$ cat config.mk
export PLATFORM = sky130hd
export DESIGN_NAME = cpc_bcd_conv
export DESIGN_NICKNAME = d
export VERILOG_FILES = /design/src/cpc_pkg.sv /design/src/cpc_bcd_conv.sv
export SDC_FILE = /design/constraint.sdc
export NUM_CORES = 1
export LEC_CHECK = 0
export ABC_AREA = 1
export BUFFER_PORTS_ARGS = -buffer_cell sky130_fd_sc_hd__buf_2
export CAP_MARGIN = 10
export CORE_ASPECT_RATIO = 0.8
export CORE_MARGIN = 3
export CORE_UTILIZATION = 23
export CTS_BUF_LIST = sky130_fd_sc_hd__clkbuf_8
export CTS_CLUSTER_DIAMETER = 50
export DETAILED_ROUTE_END_ITERATION = 8
export HOLD_SLACK_MARGIN = 0.12
export PLACE_DENSITY = 0.5
export SETUP_SLACK_MARGIN = 0.3
export SLEW_MARGIN = 20
export SYNTH_ARGS = -nofsm -noshare
export SYNTH_HDL_FRONTEND = slang
export SYNTH_SLANG_ARGS = --single-unit
$ cat constraint.sdc
create_clock -name clk -period 3 [get_ports clk]
set_input_delay 0.6 -clock clk [delete_from_list [all_inputs] [get_ports clk]]
set_output_delay 0.6 -clock clk [all_outputs]
set_load 0.1 [all_outputs]
$ cat src/cpc_pkg.sv
`timescale 1ns / 1ps

package cpc_pkg;

	// Largest number of decimal digits a candidate may have.
	localparam int MAX_DIGITS = 6;

	// Fixed width of the candidate field.
	localparam int CAND_W = 20;

	// Bus widths, rounded up to whole bytes.
	localparam int IN_TDATA_W  = ((CAND_W + 7) / 8) * 8;
	localparam int OUT_TDATA_W = 8;

	// Candidates at or above this bound are out of range.
	localparam logic [63:0] LIMIT = 64'(10 ** MAX_DIGITS);

	// Width that holds any in-range value and any digit rotation of it.
	localparam int VAL_W = $clog2(10 ** MAX_DIGITS);

	// Trial divisor and its square.
	localparam int D_W  = (VAL_W + 1) / 2 + 1;
	localparam int SQ_W = VAL_W + 2;

	// Packed BCD digits, one nibble each.
	localparam int NIB_W = 4;
	localparam int BCD_W = NIB_W * MAX_DIGITS;

	// Counters.
	localparam int ND_W      = $clog2(MAX_DIGITS + 1);
	localparam int DIV_CNT_W = $clog2(VAL_W + 1);
	localparam int BIN_CNT_W = $clog2(CAND_W + 1);

	// Arithmetic constants.
	localparam int RADIX         = 10;
	localparam int DABBLE_LIMIT  = 5;
	localparam int DABBLE_ADJUST = 3;
	localparam int FIRST_ODD_DIV = 3;
	localparam int DIV_STEP      = 2;

	typedef struct packed {
		logic busy;
		logic done;
		logic rem_zero;
	} div_status_t;

endpackage

$ cat src/cpc_bcd_conv.sv
`timescale 1ns / 1ps

// Binary to packed BCD, one input bit per cycle (shift and add three).
module cpc_bcd_conv (
	input  logic                        clk,
	input  logic                        arst_n,
	input  logic                        start,
	input  logic [cpc_pkg::CAND_W-1:0]  bin,
	output logic                        done,
	output logic [cpc_pkg::BCD_W-1:0]   bcd
);

	logic                           busy_q;
	logic                           done_q;
	logic [cpc_pkg::BIN_CNT_W-1:0]  cnt_q;
	logic [cpc_pkg::CAND_W-1:0]     bin_q;
	logic [cpc_pkg::BCD_W-1:0]      bcd_q;
	logic [cpc_pkg::BCD_W-1:0]      adj_c;

	always_comb begin
		for (int i = 0; i < cpc_pkg::MAX_DIGITS; i++) begin
			if (bcd_q[i*cpc_pkg::NIB_W +: cpc_pkg::NIB_W] >=
			    cpc_pkg::NIB_W'(cpc_pkg::DABBLE_LIMIT)) begin
				adj_c[i*cpc_pkg::NIB_W +: cpc_pkg::NIB_W] =
					bcd_q[i*cpc_pkg::NIB_W +: cpc_pkg::NIB_W] +
					cpc_pkg::NIB_W'(cpc_pkg::DABBLE_ADJUST);
			end else begin
				adj_c[i*cpc_pkg::NIB_W +: cpc_pkg::NIB_W] =
					bcd_q[i*cpc_pkg::NIB_W +: cpc_pkg::NIB_W];
			end
		end
	end

	always_ff @(posedge clk or negedge arst_n) begin
		if (!arst_n) begin
			busy_q <= 1'b0;
			done_q <= 1'b0;
			cnt_q  <= '0;
		end else begin
			done_q <= 1'b0;
			if (start) begin
				busy_q <= 1'b1;
				cnt_q  <= cpc_pkg::BIN_CNT_W'(cpc_pkg::CAND_W);
			end else if (busy_q) begin
				cnt_q <= cnt_q - 1'b1;
				if (cnt_q == cpc_pkg::BIN_CNT_W'(1)) begin
					busy_q <= 1'b0;
					done_q <= 1'b1;
				end
			end
		end
	end

	always_ff @(posedge clk) begin
		if (start) begin
			bin_q <= bin;
			bcd_q <= '0;
		end else if (busy_q) begin
			bin_q <= {bin_q[cpc_pkg::CAND_W-2:0], 1'b0};
			bcd_q <= {adj_c[cpc_pkg::BCD_W-2:0], bin_q[cpc_pkg::CAND_W-1]};
		end
	end

	assign done = done_q;
	assign bcd  = bcd_q;

endmodule

Word level (Yosys, flattened, before mapping)

Index checks and enable logic that the tools add are counted.
W data, S select, Z words.

Flip-flop bits (word level): 51
Logic and storage cells: 36

$add $sub $neg: 7
Order comparisons: 6
Equal/unequal tests: 1
Muxes and demuxes: 16
Reduce and logical (&&, ||, !) cells: 1

Operator list:

| cell                  | count |
|---|---|
| $mux W20              | 2 |
| $ge A4 B3 Y1 const B  | 6 |
| $add A4 B2 Y4 const B | 5 |
| $mux W4               | 5 |
| $mux W5               | 2 |
| $mux W1               | 6 |
| $eq A5 B1 Y1 const B  | 1 |
| $sub A5 B1 Y5 const B | 1 |
| $add A3 B2 Y3 const B | 1 |
| $mux W3               | 1 |
| $reduce_bool A2 Y1    | 1 |

Depth between registers and ports, before layout

Gate-level depths: netlist of run 1.

Depth in word-level cells: 4
Mapped depth: 9

Worst setup path after synthesis of run 1

No wires, ideal clock.

Path kind: reg2reg
Start: register bcd_q (netlist bit bcd[0])
End: register bcd_q (netlist bit bcd[1])
Library setup time: 0.115 ns
Arrival: 1.890 ns
Setup slack: 0.995 ns
Cell stages (with the launch flop): 9
Path buffers: 0
Cells stage by stage: dfxtp_1 -> inv_1 -> ha_1 -> nand2_1 -> nand2_1 -> nand2_1 -> nand2_1 -> nand3_1 -> nand2_1

Cells in the longest elaborated chain, start to end: 2

Ends and longest elaborated chain:

| what                                          | line                                   | RTL |
|---|---|---|
| from (decl)                                   | cpc_bcd_conv.sv:17                     | `logic [cpc_pkg::BCD_W-1:0] bcd_q;` |
| from (signal assigned)                        | cpc_bcd_conv.sv:60                     | `bcd_q <= {adj_c[cpc_pkg::BCD_W-2:0], bin_q[cpc_pkg::CAND_W-1]};` |
| $add A4 B2 Y4 or $ge A4 B3 Y1 (tied branches) | cpc_bcd_conv.sv:25, cpc_bcd_conv.sv:22 |  |
| $mux W4 *                                     | cpc_bcd_conv.sv:22                     | `if (bcd_q[i*cpc_pkg::NIB_W +: cpc_pkg::NIB_W] >=` |

Mark *: on every way between the ends. The rest lies on a longest branch, timed or not.
A chain may end at the register's enable or synchronous reset.

Worst setup path after layout of run 1

Start: register bcd_q (netlist bit bcd[6])
End: output port bcd[6] in the netlist's numbering

RTL lines:

| what      | line               | RTL |
|---|---|---|
| to (decl) | cpc_bcd_conv.sv:10 | `output logic [cpc_pkg::BCD_W-1:0] bcd` |

No word-level cell between the ends.

==> results.toml, run 1 <==
[critical_path]
critPathCaptureType = "primary output"
cp_slowest_cell = "sky130_fd_sc_hd__buf_2"
critPathTopFamily = "buffers and inverters"
critical_path_buf_inv_count = 1
required_ns = 2.40
critical_path_peak_fanout = 7
critical_path_arrival_ns = 1.25
crit_path_max_incr_delay_ns = 0.48
crit_type = "register to primary output"
worst_setup_path_start_kind = "register"
chain_of_cells_forming_the_critical_path = "buf_2"
rrSetupSlack_ns = 1.35

[power_and_ir_drop]
power.leakage_nw = 1.64
ir_worst_vdd_mv = 0.247
power_per_cell_area_mw_per_mm2 = 483

[synth]
ys_seq_elements = 51
mean_instance_size_in_the_synthesized_netlist_um2 = 7.82
yosys.cell_types.count = 23
synth_cell_area_mm2 = 0.00263
yosysWarnings = 0
synthCells = 336
sequential_area_share_after_synthesis_pct = 47.8
synth.net_count = 373

[drt]
drc = 0
via_per_inst = 4.18
routedWlPerCell_um = 10.8
first_pass_iters = 4
finalWirelength_mm = 5.68
antenna_violating_nets_post_route = 0
drt-initial-drc-count = 111
route.vias.total = 2205

[timing]
finalCritPeriodShare_pct = 61.6
final_period_minus_worst_setup_slack_ns = 1.85
timing.final.hold_violations = 0
final.setup_skew_ns = 0.00661
setup_viol = 0
achievable-frequency_mhz = 541
max-slew-margin-rel_pct = 61.2
setup_tns_ns = 0
timing_worst_slew_pin_value_ns = 0.582
hold_ws_ns = 0.468
rsz0062_at_grt = "no"
finalWorstSetupSlack_ns = 1.15
finalMaxSlewViolations = 0

[cts]
cts.sink_count = 51
cts-root-to-sink-buffers = 2
num_cts_buffers = 5
cts_hold_repair.buffers = 1
insertion_delay_ns = 0.31
post-cts-setup-buffers = 0
htree_levels = 2
cts-root-buf = "sky130_fd_sc_hd__clkbuf_8"
tritoncts = "built"
clk_transition_reported_paths_ns = 0.10
post_cts_resized = 0

[floorplanning]
core-area_mm2 = 0.0110
chipHeight_um = 102
row_count = 34
floorplan.die_area_mm2 = 0.0128
initial_core_util_pct = 23.8
die-width_um = 126
num_io_pins = 48

[finish]
number_of_fillers_in_the_final_layout = 1213
layout_overhead_on_the_synthesized_area_pct = 17.9
antennaDiodeCount = 0
commonest_non_fill_non_tap_cell_in_the_layout = "sky130_fd_sc_hd__nand2_1"
post-route-cell-area_mm2 = 0.00310
num-nets-final = 419
post_route_cells_drive_above_1_share_pct = 15.9
layout.cells.most_common_list = "sky130_fd_sc_hd__nand2_1 (158), sky130_fd_sc_hd__buf_2 (47), sky130_fd_sc_hd__nand3_1 (44)"

[global_route]
first_pass_grt_wire_length_mm = 9.56
grt_max_degree = 29
grt_antenna_before_repair = 0
grt.overflow.total = 0
vias_in_the_first_global_route = 2022
groute.usage.overall_pct = 9.31

[placement]
dp_hpwl_mm = 4.06
placement.setup.worst_slack_ns = 0.995
detailed_place.area_mm2 = 0.00295
placement.io_buffers = 47
routabilityCongestion = 0.752

[hold_path]
worstHoldPathType = "register to register"

[job]
cap_violations = 0

[outcome]
status = "complete, no violations"
layout make-up:
| class | count | area (um2) | area share, % |
|---|---|---|---|
| sequential | 51 | 1260 | 40.6 |
| multi-input combinational | 241 | 1150 | 37.1 |
| timing repair buffer | 48 | 245 | 7.92 |
| tap | 144 | 180 | 5.82 |
| inverter | 35 | 134 | 4.32 |
| clock buffer | 5 | 68.8 | 2.22 |
| clock inverter | 3 | 63.8 | 2.06 |
flip-flops by register name, summed over array words and instances (netlist names):
| register | flops |
|---|---|
| cnt_q | 5 |
| bin_q | 20 |
| bcd | 24 |
| busy_q | 1 |
| done | 1 |
logic make-up (layout without fill, tap and decap cells):
logic type               count (synthesis)  after routing  share of synthesized area (%)
flip-flops                              51             51                           47.8
adder cells (fa/ha/maj)                 14             14                           6.67
AO/OA/AOI/OAI                           17             17                           3.33
buffers and inverters                   44             91                           8.48
AND/OR/NAND/NOR                        210            210                           33.7
cells in the mapped netlist:
master | instances | share of area [%]
sky130_fd_sc_hd__dfxtp_1 | 24 | 18
sky130_fd_sc_hd__o22ai_1 | 1 | 0.24
sky130_fd_sc_hd__buf_2 | 2 | 0.38
sky130_fd_sc_hd__dfrtp_1 | 7 | 6.7
sky130_fd_sc_hd__inv_2 | 3 | 0.43
sky130_fd_sc_hd__inv_1 | 31 | 4.4
sky130_fd_sc_hd__buf_6 | 3 | 1.3
sky130_fd_sc_hd__nor3_2 | 1 | 0.38
sky130_fd_sc_hd__a31oi_1 | 1 | 0.24
sky130_fd_sc_hd__nor2_8 | 2 | 1.5
sky130_fd_sc_hd__nand4_1 | 1 | 0.24
sky130_fd_sc_hd__edfxtp_1 | 20 | 23
sky130_fd_sc_hd__ha_1 | 14 | 6.7
sky130_fd_sc_hd__a21oi_1 | 3 | 0.57
sky130_fd_sc_hd__nor2_1 | 3 | 0.43
sky130_fd_sc_hd__buf_4 | 2 | 0.57
sky130_fd_sc_hd__nand2_1 | 158 | 23
sky130_fd_sc_hd__o21ai_1 | 2 | 0.38
sky130_fd_sc_hd__o21ai_0 | 10 | 1.9
sky130_fd_sc_hd__buf_8 | 2 | 1.1
sky130_fd_sc_hd__inv_4 | 1 | 0.24
sky130_fd_sc_hd__nor3_1 | 1 | 0.19
sky130_fd_sc_hd__nand3_1 | 44 | 8.4
routing by layer:
layer	track usage, %	wire length, um	vias up
met5	0	0	-
met4	2.50	43	0
met3	3.06	448	5
met2	13.1	2220	69
met1	13.6	2970	971
li1	-	-	1160
stage by stage:
stage / power [mW] / std cells / util, %
after CTS: 1.52 / 527 / 28.1
after detailed placement: 0.949 / 518 / 26.8
after global routing: 1.57 / 527 / 28.1
final: 1.49 / 527 / 28.1
after global placement: 0.946 / 518 / 26.8
after floorplan: 0.912 / 336 / -
report_power, final:
group / leakage, nW / switching [mW] / internal (mW) / total (mW)
Combinational: 1.07 / 0.107 / 0.0460 / 0.153
Sequential: 0.496 / 0.0172 / 0.761 / 0.778
Clock: 0.0695 / 0.233 / 0.330 / 0.563
path summary, 6_finish.rpt:
kind / endpoint / cells after the start / from
setup / recovery: bcd[6] / 1 / bcd[6]$_SDFFE_PP0P_
hold / removal: bcd[1]$_SDFFE_PP0P_ / 2 / bcd[1]$_SDFFE_PP0P_
setup reg to reg: bcd[16]$_SDFFE_PP0P_ / 6 / busy_q$_DFF_PN0_
hold reg to reg: bcd[1]$_SDFFE_PP0P_ / 2 / bcd[1]$_SDFFE_PP0P_
max in group asynchronous: busy_q$_DFF_PN0_ / 2 / arst_n
min in group asynchronous: cnt_q[2]$_DFFE_PN0P_ / 2 / arst_n
tightest hold or removal path: cells and delay by family, from the launching register on:
kind             cells  cell delay, ns
and+or+nand+nor      2            0.10
DFF                  1            0.33
Power figures use the tool's default switching activity.
==> inputs of run 2 (changes only) <==
Settings changed: PLACE_DENSITY 0.5 to 0.51.
Clock period 3 ns to 1.5 ns, I/O delays scaled along.
==> results.toml, run 2 (synthesis gave the netlist of run 1 again) <==
[outcome]
status = "complete, no violations"

[drt]
route.vias.total = 2306
drt-initial-drc-count = 115
routedWlPerCell_um = 11.3
via_per_inst = 4.16
first_pass_iters = 4
antenna_violating_nets_post_route = 0
finalWirelength_mm = 6.26
drc = 0

[critical_path]
worst_setup_path_start_kind = "register"
required_ns = 1.20
critical_path_peak_fanout = 5
crit_path_max_incr_delay_ns = 0.41
critPathCaptureType = "primary output"
critical_path_buf_inv_count = 1
chain_of_cells_forming_the_critical_path = "buf_12"
crit_type = "register to primary output"
critical_path_arrival_ns = 0.90
cp_slowest_cell = "sky130_fd_sc_hd__dfxtp_4"
critPathTopFamily = "flip-flops"

[cts]
num_cts_buffers = 5
clk_transition_reported_paths_ns = 0.09
tritoncts = "built"
cts-root-to-sink-buffers = 2
cts.sink_count = 51
cts-root-buf = "sky130_fd_sc_hd__clkbuf_8"
htree_levels = 2
insertion_delay_ns = 0.30

[finish]
post-route-cell-area_mm2 = 0.00406
layout.cells.most_common_list = "sky130_fd_sc_hd__nand2_1 (140), sky130_fd_sc_hd__nand3_1 (41), sky130_fd_sc_hd__buf_12 (29)"
number_of_fillers_in_the_final_layout = 1075
footprint_of_the_multi_input_gates_mm2 = 0.00138
layout_overhead_on_the_synthesized_area_pct = 54.6
antennaDiodeCount = 0
finish.cell_count_without_fillers = 554
post_route_cells_drive_above_1_share_pct = 40.2
commonest_non_fill_non_tap_cell_in_the_layout = "sky130_fd_sc_hd__nand2_1"
num-nets-final = 446
seqCellArea_mm2 = 0.00134
largest_reg_flops = 24
post-route-util_pct = 36.9

[power_and_ir_drop]
fin_total_pwr_mw = 2.94
power_per_cell_area_mw_per_mm2 = 723
power.share.combinational_pct = 15.4
clock_power_share_pct = 32.5
net-switching-power_mw = 0.765
internal_power_mw = 2.17
ir_worst_vdd_mv = 0.368
power.sequential.fraction_pct = 52.0
power.leakage_nw = 1.94
sw_frac_of_total_pct = 26.1

[placement]
numPlacedInstances = 527
placement.io_buffers = 47
dp_hpwl_mm = 4.33
routabilityCongestion = 0.773
detailed_place.area_mm2 = 0.00325
placement.setup.worst_slack_ns = 0.161

[job]
cap_violations = 0

[floorplanning]
chipHeight_um = 102
num_io_pins = 48
core-area_mm2 = 0.0110
row_count = 34
die-width_um = 126
floorplan.die_area_mm2 = 0.0128
initial_core_util_pct = 23.8

[timing]
finalCritPeriodShare_pct = 80.0
timing.final.hold_violations = 0
final_period_minus_worst_setup_slack_ns = 1.20
rsz0062_at_grt = "yes"
timing_worst_slew_pin_value_ns = 0.335
final.setup_skew_ns = 0.00615
setup_tns_ns = 0
finalMaxSlewViolations = 0
hold_ws_ns = 0.261
achievable-frequency_mhz = 834
finalWorstSetupSlack_ns = 0.300
max-slew-margin-rel_pct = 77.6
setup_viol = 0

[global_route]
grt_max_degree = 21
vias_in_the_first_global_route = 2240
groute.usage.overall_pct = 10.0
grt.overflow.total = 0
grt_antenna_before_repair = 0
first_pass_grt_wire_length_mm = 10.5

[hold_path]
worstHoldPathType = "primary input to register"
[run 2: final timing paths]
check	from	end	slack, ns	cells past startpoint
worst max-delay path	bcd[16]$_SDFFE_PP0P_	bcd[16]	0.30	1
worst min-delay path	bin[0]	bin_q[0]$_SDFFCE_PN0P_	0.26	3
worst max register to register	cnt_q[1]$_DFFE_PN0P_	cnt_q[4]$_DFFE_PN0P_	0.32	7
worst min register to register	bin_q[19]$_DFFE_PP_	bcd[0]$_SDFFE_PP0P_	0.49	2
max in group asynchronous	arst_n	cnt_q[2]$_DFFE_PN0P_	0.96	2
min in group asynchronous	arst_n	busy_q$_DFF_PN0_	0.37	2
[run 2: cell type report]
cell class / instances / share of cell area [%]
inverter: 35 / 4.10
clock inverter: 3 / 0.955
tap: 144 / 4.44
timing repair buffer: 75 / 21.8
multi-input combinational: 241 / 33.9
sequential: 51 / 33.1
clock buffer: 5 / 1.69
[run 2: timing repair]
action | in CTS | in global routing
hold endpoints to repair | 7 | 0
buffers inserted | 9 | 9
resized for setup | 111 | 36
pin swaps | 0 | 13
hold buffers | 1 | 0
setup endpoints to repair | 26 | 40
[run 2: power groups by stage]
stage                     combinational, mW  clock [mW]  sequential (mW)
after floorplan                       0.188           0             1.64
after global placement                0.333           0             1.57
after detailed placement              0.336           0             1.57
after CTS                             0.394       0.996             1.53
after global routing                  0.500        1.03             1.54
final                                 0.454       0.955             1.53
[run 2: layer usage]
metal  wire length, um  GRT usage (%)  vias to the layer above
li1                  -              -                     1216
met1              3150           13.5                     1049
met2              2840           16.4                       33
met3               198           2.42                        8
met4                68           2.42                        0
met5                 0              0                        -
